===== config.mk =====
export PLATFORM = sky130hd
export DESIGN_NAME = traffic_light_sequencer_core
export DESIGN_NICKNAME = d
export VERILOG_FILES = /design/src/design/tls_pkg.sv /design/src/design/tls_cfg_regs.sv /design/src/design/tls_step.sv /design/src/design/traffic_light_sequencer_core.sv
export VERILOG_INCLUDE_DIRS = /design/src /design/src/design
export SDC_FILE = /design/constraint.sdc
export NUM_CORES = 1
export LEC_CHECK = 0
export BUFFER_PORTS_ARGS = -buffer_cell sky130_fd_sc_hd__clkbuf_2
export CAP_MARGIN = 0
export CORE_MARGIN = 2
export CORE_UTILIZATION = 40
export CTS_CLUSTER_SIZE = 30
export DETAILED_ROUTE_END_ITERATION = 8
export HOLD_SLACK_MARGIN = 0.12
export SYNTH_ARGS = -nofsm -noshare
export SYNTH_HDL_FRONTEND = slang
export SYNTH_HIERARCHICAL = 1
export SYNTH_SLANG_ARGS = --single-unit

===== constraint.sdc =====
create_clock -name clk -period 3.6 [get_ports clk]
set_clock_uncertainty 0.15 [all_clocks]
set_input_delay 1.08 -clock clk [delete_from_list [all_inputs] [get_ports clk]]
set_output_delay 1.08 -clock clk [all_outputs]
set_load 0.005 [all_outputs]

===== src/design/traffic_light_sequencer_core_defines.svh =====
// ----------------------------------------------------------------------------
// Traffic light sequencer assertion macros
// Shared concurrent assertion forms, clocked on clk and disabled in reset.
// ----------------------------------------------------------------------------
`ifndef TRAFFIC_LIGHT_SEQUENCER_CORE_DEFINES_SVH
`define TRAFFIC_LIGHT_SEQUENCER_CORE_DEFINES_SVH

// The consequent must hold in the same cycle as the antecedent.
`define TLS_ASSERT_NOW(label, ante, cons) \
	label: assert property (@(posedge clk) disable iff (!arst_n) (ante) |-> (cons)) \
		else $error("traffic light sequencer: same-cycle check failed");

// The consequent must hold in the cycle after the antecedent.
`define TLS_ASSERT_NEXT(label, ante, cons) \
	label: assert property (@(posedge clk) disable iff (!arst_n) (ante) |=> (cons)) \
		else $error("traffic light sequencer: next-cycle check failed");

`endif


===== src/design/tls_pkg.sv =====
// ----------------------------------------------------------------------------
// Traffic light sequencer package
// Phase codes, register indexes, reset values, lamp tables and shared types.
// ----------------------------------------------------------------------------
package tls_pkg;

	localparam int CFG_DATA_W  = 16;
	localparam int CFG_INDEX_W = 2;

	localparam logic [CFG_INDEX_W-1:0] REG_SHORT_TICKS = 2'd0;
	localparam logic [CFG_INDEX_W-1:0] REG_LONG_TICKS  = 2'd1;
	localparam logic [CFG_INDEX_W-1:0] REG_BLINK_COUNT = 2'd2;

	localparam logic [7:0]  SHORT_TICKS_RST = 8'd6;
	localparam logic [15:0] LONG_TICKS_RST  = 16'd101;
	localparam logic [3:0]  BLINK_COUNT_RST = 4'd3;

	localparam logic [2:0] PH_BLINK_A_ON  = 3'd0;
	localparam logic [2:0] PH_BLINK_A_OFF = 3'd1;
	localparam logic [2:0] PH_RED_YELLOW  = 3'd2;
	localparam logic [2:0] PH_ALL_RED     = 3'd3;
	localparam logic [2:0] PH_BLINK_B_ON  = 3'd4;
	localparam logic [2:0] PH_BLINK_B_OFF = 3'd5;

	// Lamp bits: yellow, green, red.
	localparam logic [2:0] LAMP_OFF     = 3'b000;
	localparam logic [2:0] LAMP_RED     = 3'b001;
	localparam logic [2:0] LAMP_GREEN   = 3'b010;
	localparam logic [2:0] LAMP_YELLOW  = 3'b100;
	localparam logic [2:0] LAMP_GRN_YEL = 3'b110;
	localparam logic [2:0] LAMP_RED_YEL = 3'b101;

	typedef struct packed {
		logic [7:0]  short_ticks;
		logic [15:0] long_ticks;
		logic [3:0]  blink_count;
	} cfg_t;

	typedef struct packed {
		logic       active;
		logic [2:0] phase;
		logic [3:0] blink_done;
		logic       last_start;
		logic       last_stop;
	} ctrl_t;

	function automatic logic [2:0] lamp_a(input logic [2:0] ph);
		logic [2:0] l;
		case (ph)
			PH_BLINK_A_ON:  l = LAMP_GRN_YEL;
			PH_BLINK_A_OFF: l = LAMP_GREEN;
			PH_RED_YELLOW:  l = LAMP_RED_YEL;
			PH_ALL_RED:     l = LAMP_RED;
			PH_BLINK_B_ON:  l = LAMP_GREEN;
			default:        l = LAMP_OFF;
		endcase
		return l;
	endfunction

	function automatic logic [2:0] lamp_b(input logic [2:0] ph);
		logic [2:0] l;
		case (ph)
			PH_BLINK_A_ON:  l = LAMP_YELLOW;
			PH_ALL_RED:     l = LAMP_RED;
			PH_BLINK_B_ON:  l = LAMP_GREEN;
			PH_BLINK_B_OFF: l = LAMP_GREEN;
			default:        l = LAMP_OFF;
		endcase
		return l;
	endfunction

endpackage


===== src/design/tls_cfg_regs.sv =====
// ----------------------------------------------------------------------------
// Traffic light sequencer configuration registers
// Holds the phase durations and the blink pair count written over the port.
// ----------------------------------------------------------------------------
module tls_cfg_regs (
	input  logic                             clk,
	input  logic                             arst_n,
	input  logic                             cfg_we,
	input  logic [tls_pkg::CFG_INDEX_W-1:0]  cfg_index,
	input  logic [tls_pkg::CFG_DATA_W-1:0]   cfg_wdata,
	output tls_pkg::cfg_t                    cfg
);
	import tls_pkg::*;

	cfg_t cfg_q;

	always_ff @(posedge clk or negedge arst_n) begin
		if (!arst_n) begin
			cfg_q.short_ticks <= SHORT_TICKS_RST;
			cfg_q.long_ticks  <= LONG_TICKS_RST;
			cfg_q.blink_count <= BLINK_COUNT_RST;
		end else if (cfg_we) begin
			unique case (cfg_index)
				REG_SHORT_TICKS: cfg_q.short_ticks <= cfg_wdata[7:0];
				REG_LONG_TICKS:  cfg_q.long_ticks  <= cfg_wdata[15:0];
				REG_BLINK_COUNT: cfg_q.blink_count <= cfg_wdata[3:0];
				default: ;
			endcase
		end
	end

	assign cfg = cfg_q;

endmodule


===== src/design/tls_step.sv =====
// ----------------------------------------------------------------------------
// Traffic light sequencer step logic
// Computes the next sequencer state and the lamp outputs for one tick.
// ----------------------------------------------------------------------------
module tls_step #(
	parameter int TIMER_WIDTH = 16
) (
	input  tls_pkg::cfg_t            cfg,
	input  tls_pkg::ctrl_t           cur,
	input  logic [TIMER_WIDTH-1:0]   cur_tick,
	input  logic                     start_key,
	input  logic                     stop_key,
	output tls_pkg::ctrl_t           nxt,
	output logic [TIMER_WIDTH-1:0]   nxt_tick,
	output logic [2:0]               road_a_lights,
	output logic [2:0]               road_b_lights,
	output logic                     running
);
	import tls_pkg::*;

	localparam logic [TIMER_WIDTH-1:0] TICK_MAX = '1;

	logic [31:0]            short_ext;
	logic [31:0]            long_ext;
	logic [TIMER_WIDTH-1:0] phase_len;
	logic [TIMER_WIDTH-1:0] tick_inc;
	logic [3:0]             bd_inc;
	logic                   pair_end;
	logic                   start_pressed;
	logic                   stop_pressed;

	assign short_ext = {24'd0, cfg.short_ticks};
	assign long_ext  = {16'd0, cfg.long_ticks};
	assign phase_len = (cur.phase == PH_RED_YELLOW || cur.phase == PH_ALL_RED) ?
		long_ext[TIMER_WIDTH-1:0] : short_ext[TIMER_WIDTH-1:0];
	assign tick_inc  = (cur_tick == TICK_MAX) ? cur_tick : cur_tick + TIMER_WIDTH'(1);
	assign bd_inc    = cur.blink_done + 4'd1;
	assign pair_end  = (bd_inc >= cfg.blink_count) || (bd_inc == 4'd0);

	assign start_pressed = start_key && cur.last_start;
	assign stop_pressed  = stop_key && cur.last_stop;

	always_comb begin
		nxt            = cur;
		nxt.last_start = start_key;
		nxt.last_stop  = stop_key;
		nxt_tick       = cur_tick;
		if (cur.active) begin
			if (stop_pressed) begin
				nxt.active     = 1'b0;
				nxt.phase      = PH_BLINK_A_ON;
				nxt.blink_done = 4'd0;
				nxt_tick       = '0;
			end else if (tick_inc >= phase_len) begin
				nxt_tick = '0;
				unique case (cur.phase)
					PH_BLINK_A_ON: begin
						nxt.phase = PH_BLINK_A_OFF;
					end
					PH_BLINK_A_OFF: begin
						nxt.blink_done = pair_end ? 4'd0 : bd_inc;
						nxt.phase      = pair_end ? PH_RED_YELLOW : PH_BLINK_A_ON;
					end
					PH_RED_YELLOW: begin
						nxt.phase = PH_ALL_RED;
					end
					PH_ALL_RED: begin
						nxt.phase      = PH_BLINK_B_ON;
						nxt.blink_done = 4'd0;
					end
					PH_BLINK_B_ON: begin
						nxt.phase = PH_BLINK_B_OFF;
					end
					PH_BLINK_B_OFF: begin
						nxt.blink_done = pair_end ? 4'd0 : bd_inc;
						nxt.phase      = pair_end ? PH_BLINK_A_ON : PH_BLINK_B_ON;
					end
					default: begin
						nxt.phase      = PH_BLINK_A_ON;
						nxt.blink_done = 4'd0;
					end
				endcase
			end else begin
				nxt_tick = tick_inc;
			end
		end else if (start_pressed) begin
			nxt.active     = 1'b1;
			nxt.phase      = PH_BLINK_A_ON;
			nxt.blink_done = 4'd0;
			nxt_tick       = '0;
		end
	end

	assign running       = nxt.active;
	assign road_a_lights = nxt.active ? lamp_a(nxt.phase) : LAMP_OFF;
	assign road_b_lights = nxt.active ? lamp_b(nxt.phase) : LAMP_OFF;

endmodule


===== src/design/traffic_light_sequencer_core.sv =====
// ----------------------------------------------------------------------------
// Traffic light sequencer core
// Debounced start/stop keys drive a six-phase two-road lamp sequence.
// ----------------------------------------------------------------------------
// Each input beat is one timer tick and yields exactly one result beat with
// the lamp state after that tick. The block sustains one beat per clock while
// the output side does not stall: a tick is registered, its state update is
// combinational logic through the phase, tick counter and blink counter, and
// the result lands in the output register. The tick counter is TIMER_WIDTH
// bits wide; durations are taken modulo 2^TIMER_WIDTH.
`include "traffic_light_sequencer_core_defines.svh"

module traffic_light_sequencer_core #(
	parameter int TIMER_WIDTH = 16
) (
	input  logic                             clk,
	input  logic                             arst_n,
	input  logic                             cfg_we,
	input  logic [tls_pkg::CFG_INDEX_W-1:0]  cfg_index,
	input  logic [tls_pkg::CFG_DATA_W-1:0]   cfg_wdata,
	input  logic                             in_valid,
	output logic                             in_ready,
	input  logic                             start_key,
	input  logic                             stop_key,
	output logic                             out_valid,
	input  logic                             out_ready,
	output logic [2:0]                       road_a_lights,
	output logic [2:0]                       road_b_lights,
	output logic                             running
);
	import tls_pkg::*;

	cfg_t                   cfg;
	ctrl_t                  ctrl_q;
	ctrl_t                  ctrl_nxt;
	logic [TIMER_WIDTH-1:0] tick_q;
	logic [TIMER_WIDTH-1:0] tick_nxt;
	logic                   valid_s1;
	logic                   start_s1;
	logic                   stop_s1;
	logic                   adv;
	logic [2:0]             road_a_nxt;
	logic [2:0]             road_b_nxt;
	logic                   running_nxt;
	logic                   out_valid_q;
	logic [2:0]             road_a_q;
	logic [2:0]             road_b_q;
	logic                   running_q;

	tls_cfg_regs u_cfg (
		.clk       (clk),
		.arst_n    (arst_n),
		.cfg_we    (cfg_we),
		.cfg_index (cfg_index),
		.cfg_wdata (cfg_wdata),
		.cfg       (cfg)
	);

	tls_step #(
		.TIMER_WIDTH (TIMER_WIDTH)
	) u_step (
		.cfg           (cfg),
		.cur           (ctrl_q),
		.cur_tick      (tick_q),
		.start_key     (start_s1),
		.stop_key      (stop_s1),
		.nxt           (ctrl_nxt),
		.nxt_tick      (tick_nxt),
		.road_a_lights (road_a_nxt),
		.road_b_lights (road_b_nxt),
		.running       (running_nxt)
	);

	assign adv      = !out_valid_q || out_ready;
	assign in_ready = !valid_s1 || adv;

	always_ff @(posedge clk or negedge arst_n) begin
		if (!arst_n) begin
			valid_s1 <= 1'b0;
		end else if (in_valid && in_ready) begin
			valid_s1 <= 1'b1;
		end else if (adv) begin
			valid_s1 <= 1'b0;
		end
	end

	always_ff @(posedge clk) begin
		if (in_valid && in_ready) begin
			start_s1 <= start_key;
			stop_s1  <= stop_key;
		end
	end

	always_ff @(posedge clk or negedge arst_n) begin
		if (!arst_n) begin
			ctrl_q      <= '0;
			tick_q      <= '0;
			out_valid_q <= 1'b0;
		end else if (valid_s1 && adv) begin
			ctrl_q      <= ctrl_nxt;
			tick_q      <= tick_nxt;
			out_valid_q <= 1'b1;
		end else if (out_ready) begin
			out_valid_q <= 1'b0;
		end
	end

	always_ff @(posedge clk) begin
		if (valid_s1 && adv) begin
			road_a_q  <= road_a_nxt;
			road_b_q  <= road_b_nxt;
			running_q <= running_nxt;
		end
	end

	assign out_valid     = out_valid_q;
	assign road_a_lights = road_a_q;
	assign road_b_lights = road_b_q;
	assign running       = running_q;

	`TLS_ASSERT_NOW(a_idle_clear, !ctrl_q.active, ctrl_q.phase == PH_BLINK_A_ON && tick_q == '0 && ctrl_q.blink_done == 4'd0)
	`TLS_ASSERT_NOW(a_dark_idle, out_valid_q && !running_q, road_a_q == LAMP_OFF && road_b_q == LAMP_OFF)
	`TLS_ASSERT_NEXT(a_s1_hold, valid_s1 && !adv, valid_s1 && $stable(start_s1) && $stable(stop_s1))
	`TLS_ASSERT_NEXT(a_state_hold, !(valid_s1 && adv), $stable(ctrl_q) && $stable(tick_q))

endmodule

==> run metrics <==
sequential area share after synthesis 0.423; relative slew slack 0.644; input/output buffers 33; most frequent cell after synthesis dfrtp_1; status finished clean; Crit path required time approximately 3.5 ns; fillers ~860; final wirelength between 8 and 9 mm; Post-Syn Area 3970 um^2; Reg clk slew, reported paths ~0.080 ns; Syn Area/Cell around 11 um^2; Gate Count Post-Synth 349; total track usage 0.161; Post-synth top cells 48 x dfrtp_1, 38 x mux2_2, 31 x nand2_1; via-per-instance ratio between 5 and 6; P&R area growth vs syn 24.5%; Cell variety after synth 56; Yosys Warn Count 6; Post-CTS Hold Buffers 0; Initial DRT Pass Iterations 4; Num CTS Buffers 9; clk buf depth 2; Die W ~100 um; Nets 470; Max Fclk approximately 280 MHz; die span in y 104 um; worst slew pin tran 0.531 ns; routed len/inst about 15 um; CP Data Arrival Time between 3 and 4 ns; DIE AREA about 11000 um^2; Core Box Area just under 10000 um^2; htree depth 3; vias in the first global route roughly 2900; LEAKAGE around 2.3 nW; largest net degree at the start of global routing 38; Antenna diodes 0; number of synthesized flops with an enable pin 9; routability cong. 0.831; clock root buffer clkbuf_8; Routed Antenna Nets 0; unrepaired setup endpoints after global routing true; Rows 36; WHS roughly 0.36 ns; flip-flop and latch count after synthesis between 60 and 70; first-pass GRT wire length roughly 14 mm; Max Cap Viol 0; CTS sink cnt 65; antenna violations before repair 0; share of layout cells above drive strength 1 0.446; Starting DRT DRC Count 97; Synth top area share 0.302; drc violations 0; pwr dens around 450 nW/um^2; Async SR Flop Fraction 0.862; Top FF cell, synth dfrtp_1; Util after Layout 0.511; setup TNS 0 ns; IO Count 34; via count 2894; peak fanout along the critical path 8; top cells by area, synth dfrtp_1 30%, mux2_2 11%, mux2_4 7.2%, ha_1 6.9%, edfxtp_1 6.8%; period utilisation layout 0.994; nature of the critical path endpoint flip-flop; CTS tree done; Overflow after GRT 0; Synth Net Count roughly 400; initial core utilization 0.410; Hold WC Path Type reg2reg; Slew Viols, Final 0; area leader, netlist dfrtp_1; Final setup viols 0; type of origin of the critical path flip-flop; Setup CP Type reg2reg; dpl hpwl between 6 and 7 mm; final worst path period need between 3 and 4 ns; Max VDD drop 0.296 mV; Skew-Pair Late Insertion Delay approximately 0.35 ns; Final Hold Fails 0
cells in the final DEF, fill, tap and decap left out, drive strengths merged, types with 7 or more instances in the layout:
master and count:
nand3 11, a21oi 22, nand2 32, mux2 57
ha 22, clkbuf 44, a22o 11, dfrtp 48
buf 41, nand2b 10, dfstp 8, edfxtp 9
o21ai 13, inv 12, mux2i 8, xnor2 7
nor2 15
registers in the layout (all words and copies together), names as in the netlist:
signal,cells
u_cfg/cfg,28
tick_q,16
ctrl_q,10
road_a_lights,3
road_b_lights,3
out_valid,1
running,1
start_s1,1
stop_s1,1
valid_s1,1
critical path: stages, from the launching register on:
cell	delay [ns]
dfrtp_1	0.36
ha_2	0.19
and3_4	0.20
nand3_4	0.09
nor2_4	0.17
nand3_4	0.13
mux2_4	0.34
ha_4	0.24
nor2b_4	0.12
o211a_1	0.24
o311ai_4	0.30
nand3_4	0.15
and2_4	0.18
a22o_4	0.28
nor3b_1	0.15
final cells by class:
class / count / area [um^2] / area share
Multi-Input combinational cell: 261 / 2340 / 0.473
Sequential cell: 65 / 1680 / 0.340
Timing Repair Buffer: 74 / 498 / 0.101
Tap cell: 133 / 166 / 0.0336
Clock buffer: 11 / 153 / 0.0309
Clock inverter: 5 / 62.6 / 0.0126
Inverter: 12 / 45.0 / 0.00910
worst paths after layout:
path	from	end	slack, ns	depth (start not counted)
max in group asynchronous	arst_n	u_cfg/cfg[0]	2.30	2
hold / removal	u_cfg/cfg[5]	u_cfg/cfg[5]	0.36	1
setup / recovery	tick_q[1]	road_a_lights[0]	0.02	14
hold reg to reg	u_cfg/cfg[5]	u_cfg/cfg[5]	0.36	1
setup reg to reg	tick_q[1]	road_a_lights[0]	0.02	14
min in group asynchronous	arst_n	tick_q[10]	0.55	2
cell families after synthesis:
family	after synthesis	share of synthesized area
simple gates	101	0.146
mux	65	0.200
buf+inv	23	0.0315
flops	65	0.423
compound gates	63	0.108
xor+xnor	10	0.0220
fa+ha+maj	22	0.0693
where the power goes:
part	switching, mW	total [mW]	internal [mW]
registers	0.0574	0.920	0.863
logic	0.316	0.616	0.300
clock network	0.307	0.671	0.364
total	0.680	2.21	1.53
what timing repair did:
item                                    in CTS  in global routing
endpoints found under the setup margin      18                 29
gates resized for setup                      5                 20
buffers inserted                             0                  6
pin swaps                                    0                 16
hold endpoints to repair                     0                  0
metrics by stage:
stage	setup slack, ns	cells	power, mW	instance area [um^2]
after CTS	0.00705	555	2.20	4820
after global placement	0.000776	539	1.49	4580
after global routing	-0.153	561	2.34	4950
after floorplan	0.0212	349	1.32	4040
final	0.0225	561	2.21	4950
after detailed placement	-0.115	539	1.51	4580
layer usage:
metal | up-vias | GRT usage | share of wire
li1 | 1425 | - | -
met1 | 1428 | 0.209 | 0.48
met2 | 32 | 0.264 | 0.48
met3 | 9 | 0.0340 | 0.025
met4 | 0 | 0.0627 | 0.015
met5 | - | 0 | 0
Note: power is estimated with default switching activity, not from simulation.
